### src/rtl/emf_pkg.sv
`default_nettype none
package emf_pkg;

  // group size and derived widths
  localparam int SAMPLES  = 5;
  localparam int IDX_W    = $clog2(SAMPLES);
  localparam int RANK_W   = $clog2(SAMPLES + 1);
  localparam int MED_RANK = SAMPLES / 2;

  // field widths
  localparam int DUR_W  = 16;
  localparam int CM_W   = 10;
  localparam int FILL_W = 11;
  localparam int ST_W   = 3;
  localparam int CFG_W  = 10;
  localparam int CFG_IDX_W = 1;
  localparam int IN_DATA_W  = 16;
  localparam int OUT_DATA_W = 40;

  // signed difference of two config-range values, and p = diff * 100
  localparam int SDIFF_W = CFG_W + 1;
  localparam int P_W     = 18;
  localparam int TPROD_W = 17;
  localparam int THR_W   = 7;

  // fill arithmetic
  localparam int FA_W = 21;  // diff * 2000
  localparam int FB_W = 22;  // 2401 * span

  // shared serial divider: quotient is known to fit QUO_W bits
  localparam int DIVD_W = 25;
  localparam int DIVS_W = 15;
  localparam int QUO_W  = 11;
  localparam int QCNT_W = 4;

  localparam int CM_MUL     = 343;
  localparam int CM_DIV     = 20000;
  localparam int TIMEOUT_CM = 999;
  localparam int FILL_MAX   = 1200;
  localparam int FILL_NUM   = 2000;
  localparam int FILL_CLAMP = 2401;  // fill > max  <=>  diff*2000 >= 2401*span
  localparam int PCT        = 100;

  // config register indexes
  localparam logic [CFG_IDX_W-1:0] CFG_EMPTY = 1'd0;
  localparam logic [CFG_IDX_W-1:0] CFG_FULL  = 1'd1;
  localparam logic [CFG_W-1:0] EMPTY_RST = 10'd100;
  localparam logic [CFG_W-1:0] FULL_RST  = 10'd5;

  // level codes
  localparam logic [ST_W-1:0] LVL_UNKNOWN  = 3'd0;
  localparam logic [ST_W-1:0] LVL_NORMAL   = 3'd1;
  localparam logic [ST_W-1:0] LVL_FILLING  = 3'd2;
  localparam logic [ST_W-1:0] LVL_NEAR     = 3'd3;
  localparam logic [ST_W-1:0] LVL_FULL     = 3'd4;
  localparam logic [ST_W-1:0] LVL_OVERFLOW = 3'd5;

  // status search: step 0 is the hold check, then the enter list
  localparam int STEP_W  = 3;
  localparam int ENTER_N = 4;

  typedef enum logic [2:0] {
    ST_IDLE,
    ST_CONV,
    ST_MED_GO,
    ST_MED,
    ST_PREP,
    ST_FILL_GO,
    ST_FDIV,
    ST_PUB
  } emf_state_t;

  function automatic logic has_hold(input logic [ST_W-1:0] st);
    has_hold = (st == LVL_FILLING) || (st == LVL_NEAR) ||
               (st == LVL_FULL) || (st == LVL_OVERFLOW);
  endfunction

  function automatic logic [THR_W-1:0] hold_thr(input logic [ST_W-1:0] st);
    case (st)
      LVL_OVERFLOW: hold_thr = 7'd98;
      LVL_FULL:     hold_thr = 7'd92;
      LVL_NEAR:     hold_thr = 7'd82;
      LVL_FILLING:  hold_thr = 7'd66;
      default:      hold_thr = 7'd0;
    endcase
  endfunction

  function automatic logic [THR_W-1:0] enter_thr(input logic [STEP_W-1:0] step);
    case (step)
      3'd1:    enter_thr = 7'd100;
      3'd2:    enter_thr = 7'd95;
      3'd3:    enter_thr = 7'd85;
      3'd4:    enter_thr = 7'd70;
      default: enter_thr = 7'd0;
    endcase
  endfunction

  function automatic logic [ST_W-1:0] enter_status(input logic [STEP_W-1:0] step);
    case (step)
      3'd1:    enter_status = LVL_OVERFLOW;
      3'd2:    enter_status = LVL_FULL;
      3'd3:    enter_status = LVL_NEAR;
      3'd4:    enter_status = LVL_FILLING;
      default: enter_status = LVL_NORMAL;
    endcase
  endfunction

endpackage
`default_nettype wire

### src/rtl/emf_div.sv
`default_nettype none
module emf_div import emf_pkg::*; (
  input  wire logic              clk,
  input  wire logic              rst_n,
  input  wire logic              start,
  input  wire logic [DIVD_W-1:0] dividend,
  input  wire logic [DIVS_W-1:0] divisor,
  output logic                   busy,
  output logic                   done,
  output logic [QUO_W-1:0]       quotient
);

  logic [DIVD_W-1:0] rem_r;
  logic [DIVD_W-1:0] dvs_r;
  logic [QUO_W-1:0]  quo_r;
  logic [QCNT_W-1:0] cnt_r;
  logic              busy_r;
  logic              done_r;
  logic              fits;

  // restoring division, one quotient bit per cycle, MSB first
  assign fits = rem_r >= dvs_r;

  always_ff @(posedge clk) begin
    if (!rst_n) begin
      busy_r <= 1'b0;
      done_r <= 1'b0;
      cnt_r  <= '0;
    end else begin
      done_r <= 1'b0;
      if (start) begin
        busy_r <= 1'b1;
        cnt_r  <= QCNT_W'(QUO_W - 1);
      end else if (busy_r) begin
        if (cnt_r == '0) begin
          busy_r <= 1'b0;
          done_r <= 1'b1;
        end else begin
          cnt_r <= cnt_r - 1'b1;
        end
      end
    end
  end

  always_ff @(posedge clk) begin
    if (start) begin
      rem_r <= dividend;
      dvs_r <= {divisor, {(QUO_W-1){1'b0}}};
      quo_r <= '0;
    end else if (busy_r) begin
      if (fits) begin
        rem_r <= rem_r - dvs_r;
      end
      quo_r <= {quo_r[QUO_W-2:0], fits};
      dvs_r <= dvs_r >> 1;
    end
  end

  assign busy     = busy_r;
  assign done     = done_r;
  assign quotient = quo_r;

endmodule
`default_nettype wire

### src/rtl/emf_med.sv
`default_nettype none
module emf_med import emf_pkg::*; (
  input  wire logic             clk,
  input  wire logic             rst_n,
  input  wire logic             wr_en,
  input  wire logic [IDX_W-1:0] wr_idx,
  input  wire logic [CM_W-1:0]  wr_data,
  input  wire logic             start,
  output logic                  done,
  output logic [CM_W-1:0]       median,
  output logic [CM_W-1:0]       first
);

  logic [CM_W-1:0]   smp_r [SAMPLES];
  logic [IDX_W-1:0]  cand_r;
  logic              busy_r;
  logic              done_r;
  logic [CM_W-1:0]   med_r;
  logic [CM_W-1:0]   cval;
  logic [RANK_W-1:0] rank;
  logic              found;

  always_ff @(posedge clk) begin
    if (wr_en) begin
      smp_r[wr_idx] <= wr_data;
    end
  end

  // stable rank of the candidate: smaller ones, plus equal ones placed ahead
  always_comb begin
    cval = smp_r[cand_r];
    rank = '0;
    for (int j = 0; j < SAMPLES; j++) begin
      if (smp_r[j] < cval) begin
        rank = rank + RANK_W'(1);
      end else if (smp_r[j] == cval && IDX_W'(j) < cand_r) begin
        rank = rank + RANK_W'(1);
      end
    end
    found = rank == RANK_W'(MED_RANK);
  end

  always_ff @(posedge clk) begin
    if (!rst_n) begin
      busy_r <= 1'b0;
      done_r <= 1'b0;
      cand_r <= '0;
    end else begin
      done_r <= 1'b0;
      if (start) begin
        busy_r <= 1'b1;
        cand_r <= '0;
      end else if (busy_r) begin
        if (found) begin
          busy_r <= 1'b0;
          done_r <= 1'b1;
        end else begin
          cand_r <= cand_r + 1'b1;
        end
      end
    end
  end

  always_ff @(posedge clk) begin
    if (busy_r && found) begin
      med_r <= cval;
    end
  end

  assign done   = done_r;
  assign median = med_r;
  assign first  = smp_r[0];

endmodule
`default_nettype wire

### src/rtl/emf_status.sv
`default_nettype none
module emf_status import emf_pkg::*; (
  input  wire logic                      clk,
  input  wire logic                      rst_n,
  input  wire logic                      start,
  input  wire logic signed [SDIFF_W-1:0] diff,
  input  wire logic signed [SDIFF_W-1:0] span,
  output logic                           busy,
  output logic [ST_W-1:0]                status,
  output logic                           changed
);

  logic signed [P_W-1:0] p_r;
  logic [CFG_W-1:0]      span_r;
  logic [STEP_W-1:0]     step_r;
  logic                  busy_r;
  logic [ST_W-1:0]       cur_r;
  logic [ST_W-1:0]       status_r;
  logic                  changed_r;

  logic [THR_W-1:0]      thr;
  logic [TPROD_W-1:0]    tprod;
  logic                  pass;
  logic                  finish;
  logic [ST_W-1:0]       res;
  logic                  span_bad;

  assign span_bad = span[SDIFF_W-1] || (span == '0);

  always_comb begin
    thr    = (step_r == '0) ? hold_thr(cur_r) : enter_thr(step_r);
    tprod  = TPROD_W'(span_r) * TPROD_W'(thr);
    pass   = p_r >= $signed({1'b0, tprod});
    // hold check only counts when the last status has a hold level
    if (step_r == '0) begin
      pass = pass && has_hold(cur_r);
    end
    finish = pass || (step_r == STEP_W'(ENTER_N));
    if (!pass) begin
      res = LVL_NORMAL;
    end else if (step_r == '0) begin
      res = cur_r;
    end else begin
      res = enter_status(step_r);
    end
  end

  always_ff @(posedge clk) begin
    if (!rst_n) begin
      busy_r    <= 1'b0;
      step_r    <= '0;
      cur_r     <= LVL_UNKNOWN;
      status_r  <= LVL_NORMAL;
      changed_r <= 1'b0;
    end else if (start) begin
      step_r <= '0;
      if (span_bad) begin
        status_r  <= LVL_NORMAL;
        changed_r <= (cur_r != LVL_UNKNOWN) && (cur_r != LVL_NORMAL);
        cur_r     <= LVL_NORMAL;
      end else begin
        busy_r <= 1'b1;
      end
    end else if (busy_r) begin
      if (finish) begin
        busy_r    <= 1'b0;
        status_r  <= res;
        changed_r <= (cur_r != LVL_UNKNOWN) && (res != cur_r);
        cur_r     <= res;
      end else begin
        step_r <= step_r + 1'b1;
      end
    end
  end

  always_ff @(posedge clk) begin
    if (start) begin
      p_r    <= P_W'(diff) * P_W'(PCT);
      span_r <= span[CFG_W-1:0];
    end
  end

  assign busy    = busy_r;
  assign status  = status_r;
  assign changed = changed_r;

endmodule
`default_nettype wire

### src/rtl/echo_median_fill_level_classifier_top.sv
// Sequence: each item inside a group is converted to cm by an 11-step serial division; the
// closing item then raises out_tvalid after a 1 to 5 step median scan and an 11-step
// fill division, the fill division being skipped when the fill is zero or clamped.
// Flow: in_tready stays low until the shared divider has converted the item; the closing item
// holds the input until its result is loaded, plus any wait for out_tready.
// Reset: synchronous active-low; clears control, index, last status; empty 100, full 5 cm.
`default_nettype none
module echo_median_fill_level_classifier_top import emf_pkg::*; (
  input  wire logic                  clk,
  input  wire logic                  rst_n,
  // in_tdata: [15:0] echo_duration_us
  input  wire logic                  in_tvalid,
  output logic                       in_tready,
  input  wire logic [IN_DATA_W-1:0]  in_tdata,
  // out_tdata: [9:0] first_distance_cm, [19:10] median_distance_cm,
  // [30:20] fill_tenths, [33:31] level_status, [34] status_changed, [39:35] zero
  output logic                       out_tvalid,
  input  wire logic                  out_tready,
  output logic [OUT_DATA_W-1:0]      out_tdata,
  input  wire logic                  cfg_valid,
  output logic                       cfg_ready,
  input  wire logic [CFG_IDX_W-1:0]  cfg_index,
  input  wire logic [CFG_W-1:0]      cfg_data
);

  emf_state_t state_r, state_nxt;

  logic [CFG_W-1:0]          empty_r;
  logic [CFG_W-1:0]          full_r;
  logic [IDX_W-1:0]          idx_r;
  logic                      dur_zero_r;
  logic signed [SDIFF_W-1:0] span_r;
  logic signed [SDIFF_W-1:0] diff_r;
  logic [FA_W-1:0]           prod_a_r;
  logic [FB_W-1:0]           prod_b_r;
  logic [FILL_W-1:0]         fill_r;
  logic                      out_valid_r;
  logic [OUT_DATA_W-1:0]     out_data_r;

  logic                      accept;
  logic                      last_smp;
  logic                      fill_zero;
  logic                      fill_clamp;
  logic                      div_start;
  logic                      med_start;
  logic                      st_start;
  logic                      smp_we;
  logic                      out_load;
  logic [DIVD_W-1:0]         div_dividend;
  logic [DIVS_W-1:0]         div_divisor;
  logic                      div_busy;
  logic                      div_done;
  logic [QUO_W-1:0]          div_q;
  logic [CM_W-1:0]           cm_c;
  logic                      med_done;
  logic [CM_W-1:0]           med_val;
  logic [CM_W-1:0]           first_val;
  logic signed [SDIFF_W-1:0] diff_c;
  logic signed [SDIFF_W-1:0] span_c;
  logic                      st_busy;
  logic [ST_W-1:0]           st_val;
  logic                      st_changed;

  assign accept    = in_tvalid && in_tready;
  assign last_smp  = idx_r == IDX_W'(SAMPLES - 1);
  assign fill_zero = span_r[SDIFF_W-1] || (span_r == '0) ||
                     diff_r[SDIFF_W-1] || (diff_r == '0);
  assign fill_clamp = FB_W'(prod_a_r) >= prod_b_r;
  assign diff_c = $signed({1'b0, empty_r}) - $signed({1'b0, med_val});
  assign span_c = $signed({1'b0, empty_r}) - $signed({1'b0, full_r});

  // timeout and saturation of the converted distance
  assign cm_c = (dur_zero_r || div_q > QUO_W'(TIMEOUT_CM)) ? CM_W'(TIMEOUT_CM)
                                                           : div_q[CM_W-1:0];

  // next state
  always_comb begin
    state_nxt = state_r;
    case (state_r)
      ST_IDLE:    if (in_tvalid) state_nxt = ST_CONV;
      ST_CONV: begin
        if (div_done) state_nxt = last_smp ? ST_MED_GO : ST_IDLE;
      end
      ST_MED_GO:  state_nxt = ST_MED;
      ST_MED:     if (med_done) state_nxt = ST_PREP;
      ST_PREP:    state_nxt = ST_FILL_GO;
      ST_FILL_GO: state_nxt = (fill_zero || fill_clamp) ? ST_PUB : ST_FDIV;
      ST_FDIV:    if (div_done) state_nxt = ST_PUB;
      ST_PUB:     if (out_load) state_nxt = ST_IDLE;
      default:    state_nxt = ST_IDLE;
    endcase
  end

  // outputs of the sequencer
  always_comb begin
    in_tready    = 1'b0;
    div_start    = 1'b0;
    med_start    = 1'b0;
    st_start     = 1'b0;
    smp_we       = 1'b0;
    out_load     = 1'b0;
    div_dividend = DIVD_W'(in_tdata[DUR_W-1:0]) * DIVD_W'(CM_MUL);
    div_divisor  = DIVS_W'(CM_DIV);
    case (state_r)
      ST_IDLE: begin
        in_tready = 1'b1;
        div_start = in_tvalid;
      end
      ST_CONV:    smp_we = div_done;
      ST_MED_GO:  med_start = 1'b1;
      ST_PREP:    st_start = 1'b1;
      ST_FILL_GO: begin
        div_start    = !(fill_zero || fill_clamp);
        // round half up: (2000*diff + span) / (2*span)
        div_dividend = DIVD_W'(prod_a_r) + DIVD_W'(span_r[CFG_W-1:0]);
        div_divisor  = DIVS_W'({span_r[CFG_W-1:0], 1'b0});
      end
      ST_PUB:     out_load = !st_busy && (!out_valid_r || out_tready);
      default: begin
        in_tready = 1'b0;
      end
    endcase
  end

  always_ff @(posedge clk) begin
    if (!rst_n) begin
      state_r     <= ST_IDLE;
      idx_r       <= '0;
      empty_r     <= EMPTY_RST;
      full_r      <= FULL_RST;
      out_valid_r <= 1'b0;
    end else begin
      state_r <= state_nxt;
      if (smp_we) begin
        idx_r <= last_smp ? '0 : idx_r + 1'b1;
      end
      if (cfg_valid) begin
        if (cfg_index == CFG_EMPTY) begin
          empty_r <= cfg_data;
        end else if (cfg_index == CFG_FULL) begin
          full_r <= cfg_data;
        end
      end
      if (out_load) begin
        out_valid_r <= 1'b1;
      end else if (out_tready) begin
        out_valid_r <= 1'b0;
      end
    end
  end

  always_ff @(posedge clk) begin
    if (accept) begin
      dur_zero_r <= in_tdata[DUR_W-1:0] == '0;
    end
    if (state_r == ST_PREP) begin
      span_r   <= span_c;
      diff_r   <= diff_c;
      prod_a_r <= FA_W'(diff_c[CFG_W-1:0]) * FA_W'(FILL_NUM);
      prod_b_r <= FB_W'(span_c[CFG_W-1:0]) * FB_W'(FILL_CLAMP);
    end
    if (state_r == ST_FILL_GO) begin
      fill_r <= fill_zero ? '0 : FILL_W'(FILL_MAX);
    end else if (state_r == ST_FDIV && div_done) begin
      fill_r <= div_q;
    end
    if (out_load) begin
      out_data_r <= OUT_DATA_W'({st_changed, st_val, fill_r, med_val, first_val});
    end
  end

  emf_div u_div (
    .clk      (clk),
    .rst_n    (rst_n),
    .start    (div_start),
    .dividend (div_dividend),
    .divisor  (div_divisor),
    .busy     (div_busy),
    .done     (div_done),
    .quotient (div_q)
  );

  emf_med u_med (
    .clk     (clk),
    .rst_n   (rst_n),
    .wr_en   (smp_we),
    .wr_idx  (idx_r),
    .wr_data (cm_c),
    .start   (med_start),
    .done    (med_done),
    .median  (med_val),
    .first   (first_val)
  );

  emf_status u_status (
    .clk     (clk),
    .rst_n   (rst_n),
    .start   (st_start),
    .diff    (diff_c),
    .span    (span_c),
    .busy    (st_busy),
    .status  (st_val),
    .changed (st_changed)
  );

  assign out_tvalid = out_valid_r;
  assign out_tdata  = out_data_r;
  assign cfg_ready  = 1'b1;

`ifndef SYNTHESIS
  a_div_no_restart: assert property (@(posedge clk) disable iff (!rst_n)
    div_start |-> !div_busy)
    else $error("divider restarted while busy");

  a_med_done_state: assert property (@(posedge clk) disable iff (!rst_n)
    med_done |-> state_r == ST_MED)
    else $error("median done outside median wait");

  a_out_status: assert property (@(posedge clk) disable iff (!rst_n)
    out_valid_r |-> (out_data_r[33:31] == LVL_NORMAL || out_data_r[33:31] == LVL_FILLING ||
                     out_data_r[33:31] == LVL_NEAR || out_data_r[33:31] == LVL_FULL ||
                     out_data_r[33:31] == LVL_OVERFLOW))
    else $error("bad level status in result");

  a_out_fill: assert property (@(posedge clk) disable iff (!rst_n)
    out_valid_r |-> out_data_r[30:20] <= FILL_W'(FILL_MAX))
    else $error("fill above clamp");
`endif

endmodule
`default_nettype wire
### config.mk
export PLATFORM = sky130hd
export DESIGN_NAME = echo_median_fill_level_classifier_top
export DESIGN_NICKNAME = d
export VERILOG_FILES = /design/src/rtl/emf_pkg.sv /design/src/rtl/emf_div.sv /design/src/rtl/emf_med.sv /design/src/rtl/emf_status.sv /design/src/rtl/echo_median_fill_level_classifier_top.sv
export SDC_FILE = /design/constraint.sdc
export NUM_CORES = 1
export LEC_CHECK = 0
export BUFFER_PORTS_ARGS = -buffer_cell sky130_fd_sc_hd__buf_2
export CORE_MARGIN = 10
export CORE_UTILIZATION = 40
export DETAILED_ROUTE_END_ITERATION = 8
export PLACE_DENSITY = 0.57
export SKIP_LAST_GASP = 1
export SYNTH_ARGS = -nofsm -noshare
export SYNTH_HDL_FRONTEND = slang
export SYNTH_HIERARCHICAL = 1
export SYNTH_SLANG_ARGS = --single-unit
### constraint.sdc
create_clock -name clk -period 7.07 [get_ports clk]
set_input_delay 1.7675 -clock clk [delete_from_list [all_inputs] [get_ports clk]]
set_output_delay 1.7675 -clock clk [all_outputs]
set_load 0.005 [all_outputs]
After elaboration in Yosys (flattened, before gate mapping). Memory sizes are Yosys's and may differ from the RTL's. A register that Yosys moved wholly into a read port is not among the register bits. Index checks and enable logic that the tools add are counted.

Add/subtract/negate cells: 12. Multiply operators: 5. Order comparisons: 14. Equality and inequality tests: 32. Multiplexer cells: 72. Bitwise gates (word level): 7. Reductions and logical operators: 54.

Operators with widths (count): two-way mux 25 bit (6); two-way mux 3 bit (23); one-hot mux 7 bit (4 select lines) (2); == test 10 bit (5); less-than comparator 10 bit (5); logical NOT 11 bit (3); two-way mux 11 bit (3); two-way mux 1 bit (28); greater-or-equal comparator 25 bit (1); multiplier 16 x 9 -> 25 bit (second input constant) (1); subtractor 25 bit (1); == test 3 bit (second input constant) (8); one-hot mux 3 bit (8 select lines) (1); adder 21 x 10 -> 22 bit (1); greater-or-equal comparator 21 x 22 -> 1 bit (1); multiplier 10 x 12 -> 22 bit (second input constant) (1); subtractor 10 x 10 -> 11 bit (2); adder 3 x 1 -> 3 bit (second input constant) (7); == test 3 x 2 -> 1 bit (second input constant) (7); greater-or-equal comparator 18 bit (1); multiplier 10 x 7 -> 17 bit (1); multiplier 10 x 7 -> 17 bit (second input constant) (1); logical NOT 16 bit (1); multiplier 11 x 6 -> 16 bit (second input constant) (1); other kinds (30) (85).

Bits in registers: 254. Bits in writable memories: 50. Output and inout bits: 43. Word-level logic and storage cells: 228. Memories kept: 1.

Memories: u_med.smp_r (depth 5, width 10, rd ports 6, clocked after Yosys merged registers in 1, write ports 1, RTL line emf_med.sv:14) `logic [CM_W-1:0] smp_r [SAMPLES];`.

Depth between registers and ports, before layout. Gate-level depths: netlist (run 1). An unclocked memory read counts as a cell.

Word-level depth: 22. Gate-level depth with buffers: 32. Depth with buffers taken out: 31.

Hierarchy. The synthesis (run 1) kept the hierarchy.

By module, submodules not included: echo_median_fill_level_classifier_top (times used 1, cells an instance 1247, area each 12648.4 um^2, seq. area each 3573.4 um^2); emf_status (times used 1, cells an instance 554, area each 5178.7 um^2, seq. area each 960.9 um^2); emf_med (times used 1, cells an instance 344, area each 5088.6 um^2, seq. area each 2862.7 um^2); emf_div (times used 1, cells an instance 469, area each 4221.5 um^2, seq. area each 1741.7 um^2).

Worst setup path after synthesis (run 1). OpenSTA, ideal clock, no wires.

Path type: register to register. Start: reg state_r[1]. End: reg u_status.changed_r, in the netlist u_status/changed. Setup time: 79 ps. Arrival time: 7652 ps. Data required time: 6991 ps. Path slack: -661 ps. Cell stages (with the launch flop): 8. Path buffers: 2. Period minus slack after synthesis: 7731 ps. Cell sequence: dfxtp_1 clkbuf_1 nor3_1 inv_1 a31o_1 buf_6 o311a_2 a211oi_2.

Longest elaborated chain between the ends: 4.

RTL lines: from (decl) (RTL line echo_median_fill_level_classifier_top.sv:26) `emf_state_t state_r, state_nxt;`; from (signal assigned) (RTL line echo_median_fill_level_classifier_top.sv:133) `state_r <= state_nxt;`; == test 3 bit * (RTL line echo_median_fill_level_classifier_top.sv:104) `case (state_r)`; two-way mux 1 bit * (RTL line echo_median_fill_level_classifier_top.sv:104); named net st_start (RTL line echo_median_fill_level_classifier_top.sv:46) `logic st_start;`; != test 2 x 1 -> 1 bit (no line) or nonzero test 2 bit (tied branches); AND reduction 3 bit (no line); to (signal assigned) (RTL line emf_status.sv:59) `changed_r <= (cur_r != LVL_UNKNOWN) && (cur_r != LVL_NORMAL);`; to (signal assigned) (RTL line emf_status.sv:68) `changed_r <= (cur_r != LVL_UNKNOWN) && (res != cur_r);`; to (decl) (RTL line emf_status.sv:19) `logic changed_r;`.

The timed path passes the listed nets; every way through them passes the cells marked *. A chain may end at the register's enable or synchronous reset.

Worst setup path in the final report (run 1).
Start: reg u_status.step_r[1]. End: reg u_status.cur_r[2].

Longest elaborated chain between the ends: 11.

RTL lines: from (decl) (RTL line emf_status.sv:15) `logic [STEP_W-1:0] step_r;`; from (signal assigned) (RTL line emf_status.sv:71) `step_r <= step_r + 1'b1;`; == test 3 bit, or another cell as far along (RTL line emf_pkg.sv:89, emf_pkg.sv:99, emf_status.sv:38); one-hot mux 7 bit (4 select lines) (RTL line emf_pkg.sv:89) `case (step)`; two-way mux 7 bit (RTL line emf_status.sv:31) `thr = (step_r == '0) ? hold_thr(cur_r) : enter_thr(step_r);`; multiplier 10 x 7 -> 17 bit (RTL line emf_status.sv:32) `tprod = TPROD_W'(span_r) * TPROD_W'(thr);`; greater-or-equal comparator 18 bit (RTL line emf_status.sv:33) `pass = p_r >= $signed({1'b0, tprod});`; logical AND 1 bit (RTL line emf_status.sv:36) `pass = pass && has_hold(cur_r);`; two-way mux 1 bit (RTL line emf_status.sv:35) `if (step_r == '0) begin`; two-way mux 3 bit (RTL line emf_status.sv:39) `if (!pass) begin`; two-way mux 3 bit (RTL line emf_status.sv:65) `if (finish) begin`; two-way mux 3 bit (RTL line emf_status.sv:64) `end else if (busy_r) begin`; two-way mux 3 bit (RTL line emf_status.sv:55) `end else if (start) begin`; to (signal assigned) (RTL line emf_status.sv:69) `cur_r <= res;`; to (decl) (RTL line emf_status.sv:17) `logic [ST_W-1:0] cur_r;`.

Several ways; a longest one is shown, not always the timed one. The select of a mux whose other input is x is not followed.

==> summary.txt, run 1 <==
Layout Skew - 0.0298 ns
Hold-fix buffers, CTS - 0
Gr usage total - 16.3%
Post-synth top area share - 28.4%
H-tree Lvls - 2
Largest net degree at the start of global routing - 93
Number of diodes - 0
Routed WL - 64200 um
Final count of hold timing violations - 0
DR vias/cell - 5.24
Relative slew margins - 18.7%
Pleak - 0.0136 uW
Violated checks - negative setup slack
Routability cong. - 0.892
Post-layout min period - 7.09 ns
WP data arrival - 7.54 ns
Smallest hold slack - 0.420 ns
Post-route design area - 30700 um^2
Share of cells above drive strength 1 - 11.9%
Max Slew Vio Count - 0
Die Y - 280 um
Final core utilization - 45.6%
# DRC - 0
Pwr Total - 10300 uW
Gate Count Post-Synth - 2614
GR Overflow Total - 0
Fraction of registers with async set/reset - 0%
First-pass GRT wire length - 104000 um
CTS tree - built
Num CTS Buffers - 39
Sequential share of the synthesized area - 33.7%
Crit path largest cell delay - 0.55 ns
Rows - 95
Critical Path RT - 7.52 ns
Status - finished with violations
Final period utilization - 100%
Area post-placement - 29000 um^2
CTS clk-pin slew, worst paths - 0.07 ns
# IOs - 75
Initial DRC Count - 1149
Max Cap Viol - 0
Die ar. - 78700 um^2
Vias - 19200
P per Cell Area - 337 nW/um^2
Core area - 67200 um^2
DRT antenna net count - 0
Top FF cell, synth - edfxtp_1
Die X - 280 um
Number of enable flip-flop cells after synthesis - 257
Initial core utilization - 40.4%
Slowest stage cell, crit path - fa_1
Mapped Avg Cell Area - 10.4 um^2
Peak Freq - 141 MHz
Commonest non-fill, non-tap cell in the layout - ha_1
CTS Sinks - 328
Yosys top cell by area - edfxtp_1
Unrepaired setup endpoints after global routing - true
Most frequent cells in the layout - ha_1, inv_1, edfxtp_1
Ys Warns - 6
Root Driver - clkbuf_16
Max FO, Critical Path - 6
Routed WL per cell - 17.5 um
Cell variety after synth - 101
Setup_tns - -0.0438 ns
Detail Placement HPWL - 50500 um
Main area contributors after synthesis - edfxtp_1, ha_1, fa_1, inv_1, dfxtp_1
Crit start category - register
Peak VDD IR - 0.293 mV
Slew @ Worst Pin - 1.22 ns
Clock Latency Late Sink - 0.57 ns
Post-layout nets - 3338
Crit. End Element - register
Initial antenna violation count - 0
Kind of critical path - reg2reg
Min-delay worst type - reg2reg
Vias in the first global route - 19800
Port Buf Inserts - 68
CP most frequent cell - fa_1
Cell Area, Synth - 27100 um^2
Flops & latches, synth - 328
First-pass DRT Iterations - 5
# setup viols final - 3
Final WS setup - -0.0190 ns
Area growth syn-to-layout - 13.0%
Clock buffer depth - 3
==> sequential cells by signal, summed over array words and instances (netlist names), 4 cells and up, named ones only <==
name,flops
u_div/dvs_r,25
full_r,10
prod_b_r,17
u_div/rem_r,25
span_r,11
u_status/span_r,10
diff_r,11
u_med/smp_r,80
u_status/p_r,16
u_div/quotient,11
u_div/cnt_r,4
out_tdata,35
prod_a_r,15
fill_r,11
u_med/median,10
empty_r,10
==> cell families after synthesis <==
group,count (synthesis),synth area share [%]
AOI/OAI and AO/OA,486,12.0
xor gates and xnor gates,112,3.67
adders and majority gates,548,29.4
buffers and inverters,444,6.40
DFF,328,33.7
muxes,63,3.26
other,2,0.0277
and+or+nand+nor,631,11.6
==> final timing paths <==
| kind | startpoint | endpoint | slack [ns] | cells past startpoint |
|---|---|---|---|---|
| hold / removal | fill_r[6] | out_tdata[26] | 0.42 | 0 |
| hold reg to reg | fill_r[6] | out_tdata[26] | 0.42 | 0 |
| setup reg to reg | u_status/step_r[1] | u_status/cur_r[2] | -0.02 | 31 |
| setup / recovery | u_status/step_r[1] | u_status/cur_r[2] | -0.02 | 31 |
==> power by group <==
group | switching (uW) | internal, uW | total [uW]
clock | 873 | 1390 | 2260
combinational | 3260 | 2320 | 5580
sequential | 39.0 | 2450 | 2490
total | 4170 | 6160 | 10300
==> worst max-delay path: cells and delay by family, from the launching register on <==
family / cells / cell delay [ns]
adder cells (fa/ha/maj): 7 / 2.62
AND/OR/NAND/NOR: 8 / 1.70
multiplexers: 1 / 0.24
buffers and inverters: 6 / 0.41
AO/OA/AOI/OAI: 9 / 1.63
flip-flops: 1 / 0.37
==> through the flow <==
stage / worst slack [ns] / instances
3_3_place_gp: -0.258 / 3582
2_1_floorplan: 0.0574 / 2621
3_5_place_dp: -0.328 / 3582
4_1_cts: -0.0535 / 3661
6_report: -0.0190 / 3662
5_1_grt: -0.317 / 3662
==> cell usage after synthesis (all sizes together), types with 5 or more instances <==
cell type and instances:
nor4 16, a211oi 17, and3 25, and2 50
buf 23, o31ai 14, a21boi 19, clkbuf 35
mux2i 41, xor2 46, fa 150, nand3 30
nand3b 5, a211o 5, o311ai 6, a31oi 15
o211ai 11, o22ai 7, nor3 41, o21bai 19
a22o 6, mux4 20, nand2 193, ha 398
edfxtp 257, nand4 33, a21o 50, or3 15
inv 386, nor2b 40, nor2 127, a2111oi 7
xnor2 66, nand2b 28, a21oi 144, o21ai 106
dfxtp 71, or2 10, o21a 20
==> layout make-up <==
type / instances / area, um^2
Clock buffer: 43 / 1020
Clock inverter: 29 / 417
Tap cell: 873 / 1090
Fill cell: 6283 / 36500
Timing Repair Buffer: 154 / 997
Sequential cell: 328 / 9140
Multi-Input combinational cell: 1849 / 16500
Inverter: 386 / 1450
==> metal layers <==
layer | routed length, um | global-route usage [%] | vias up
li1 | - | - | 9415
met1 | 30500 | 22.3 | 9348
met2 | 29300 | 26.4 | 336
met3 | 2800 | 2.75 | 81
met4 | 1510 | 4.26 | 0
met5 | 0 | 0 | -
==> timing repair <==
action	CTS	global route
endpoints found under the setup margin	9	9
resized for setup	31	20
pin swaps	26	28
buffers inserted	7	2
No activity file was read; power rests on OpenSTA's default activity.
==> run 2: changes to the inputs <==
--- a/config.mk
+++ b/config.mk
@@ -10,6 +10,7 @@
 export CORE_UTILIZATION = 40
 export DETAILED_ROUTE_END_ITERATION = 8
 export PLACE_DENSITY = 0.57
+export RECOVER_POWER = 50
 export SKIP_LAST_GASP = 1
 export SYNTH_ARGS = -nofsm -noshare
 export SYNTH_HDL_FRONTEND = slang
==> summary.txt, run 2 (same netlist as run 1, synthesis figures left out) <==
Status - finished with violations
Violated checks - max-capacitance violations, max-slew violations, negative setup slack
H-tree Lvls - 2
DRT antenna net count - 0
Crit start category - register
CP Depth - 32
CP delay by family, top - adder cells
Vias - 19200
Routability cong. - 0.892
# DRC - 0
CTS tree - built
Smallest hold slack - 0.420 ns
Relative slew margins - -96.8%
CP bufs+invs - 7
Initial DRC Count - 1156
Routed WL - 64200 um
Clock Latency Late Sink - 0.57 ns
Share of cells above drive strength 1 - 10.7%
Clock buffer depth - 3
Die X - 280 um
Area growth syn-to-layout - 12.5%
Core area - 67200 um^2
Min-delay worst type - reg2reg
Max Slew Vio Count - 66
Kind of critical path - reg2reg
CTS clk-pin slew, worst paths - 0.07 ns
Final period utilization - 100%
Post-route design area - 30500 um^2
Unrepaired setup endpoints after global routing - true
Most frequent cells in the layout - ha_1, inv_1, edfxtp_1
DR vias/cell - 5.24
Number of diodes - 0
Area post-placement - 29000 um^2
GR Overflow Total - 0
Port Buf Inserts - 68
Detail Placement HPWL - 50500 um
Crit. End Element - register
WP data arrival - 7.53 ns
# setup viols final - 3
CTS Sinks - 328
First-pass DRT Iterations - 5
Vias in the first global route - 19800
Largest net degree at the start of global routing - 93
Max FO, Critical Path - 6
Initial antenna violation count - 0
Pleak - 0.0135 uW
Peak Freq - 141 MHz
Peak VDD IR - 0.293 mV
WHS Path Cells - 0
P per Cell Area - 338 nW/um^2
Max reg flops - 80
Layout Skew - 0.0319 ns
Post-layout min period - 7.08 ns
Rows - 95
Worst-case reg-to-reg path depth - 32
Root Driver - clkbuf_16
CP most frequent cell - fa_1
# IOs - 75
Slowest stage cell, crit path - fa_1
Routed WL per cell - 17.5 um
Die Y - 280 um
Most flop-heavy register - u_med/smp_r
Critical Path RT - 7.52 ns
Gr usage total - 16.3%
Crit path largest cell delay - 0.55 ns
First-pass GRT wire length - 104000 um
Max Cap Viol - 2
Commonest non-fill, non-tap cell in the layout - ha_1
Initial core utilization - 40.4%
Slew @ Worst Pin - 2.95 ns
Post-layout nets - 3338
Num CTS Buffers - 39
Final WS setup - -0.0113 ns
Die ar. - 78700 um^2
Final count of hold timing violations - 0
-- run 2: stage by stage --
step | total power, uW | setup TNS (ns) | util, % | worst slack (ns) | std cells
global placement | 7960 | -1.00 | 43.1 | -0.258 | 3582
finish | 10300 | -0.0285 | 45.5 | -0.0113 | 3662
floorplan | 6800 | 0 | - | 0.0574 | 2621
detailed placement | 8070 | -1.42 | 43.1 | -0.328 | 3582
global route | 11300 | -2.25 | 45.5 | -0.317 | 3662
CTS | 10400 | -0.105 | 45.5 | -0.0535 | 3661
-- run 2: layer usage --
metal	track usage [%]	part of all wire [%]
met3	2.75	4.6
met2	26.4	46
met4	4.26	2.4
met1	22.3	47
met5	0	0
-- run 2: worst paths after layout --
check	from	to	slack (ns)
min reg2reg	fill_r[6]	out_tdata[26]	0.42
max reg2reg	u_status/step_r[1]	u_status/cur_r[1]	-0.01
min	fill_r[6]	out_tdata[26]	0.42
max	u_status/step_r[1]	u_status/cur_r[1]	-0.01
-- run 2: final cells by class --
cell class	count	area, um^2
clock buffer	43	1020
clock inverter	29	417
fill	6299	36600
inverter	386	1450
multi-input combinational	1849	16500
sequential	328	9140
tap	873	1090
timing repair buffer	154	903
-- run 2: power breakdown --
group	internal, uW	total (uW)	switching [uW]
sequential	2460	2490	39.4
clock	1390	2260	874
combinational	2300	5560	3260
total	6150	10300	4170
-- run 2: what timing repair did --
| item | CTS | global route |
|---|---|---|
| pin swaps | 26 | 28 |
| gates cloned | 0 | 0 |
| setup buffers | 7 | 2 |
| resized for setup | 31 | 20 |
| setup endpoints to repair | 9 | 9 |
| hold buffers | 0 | 0 |
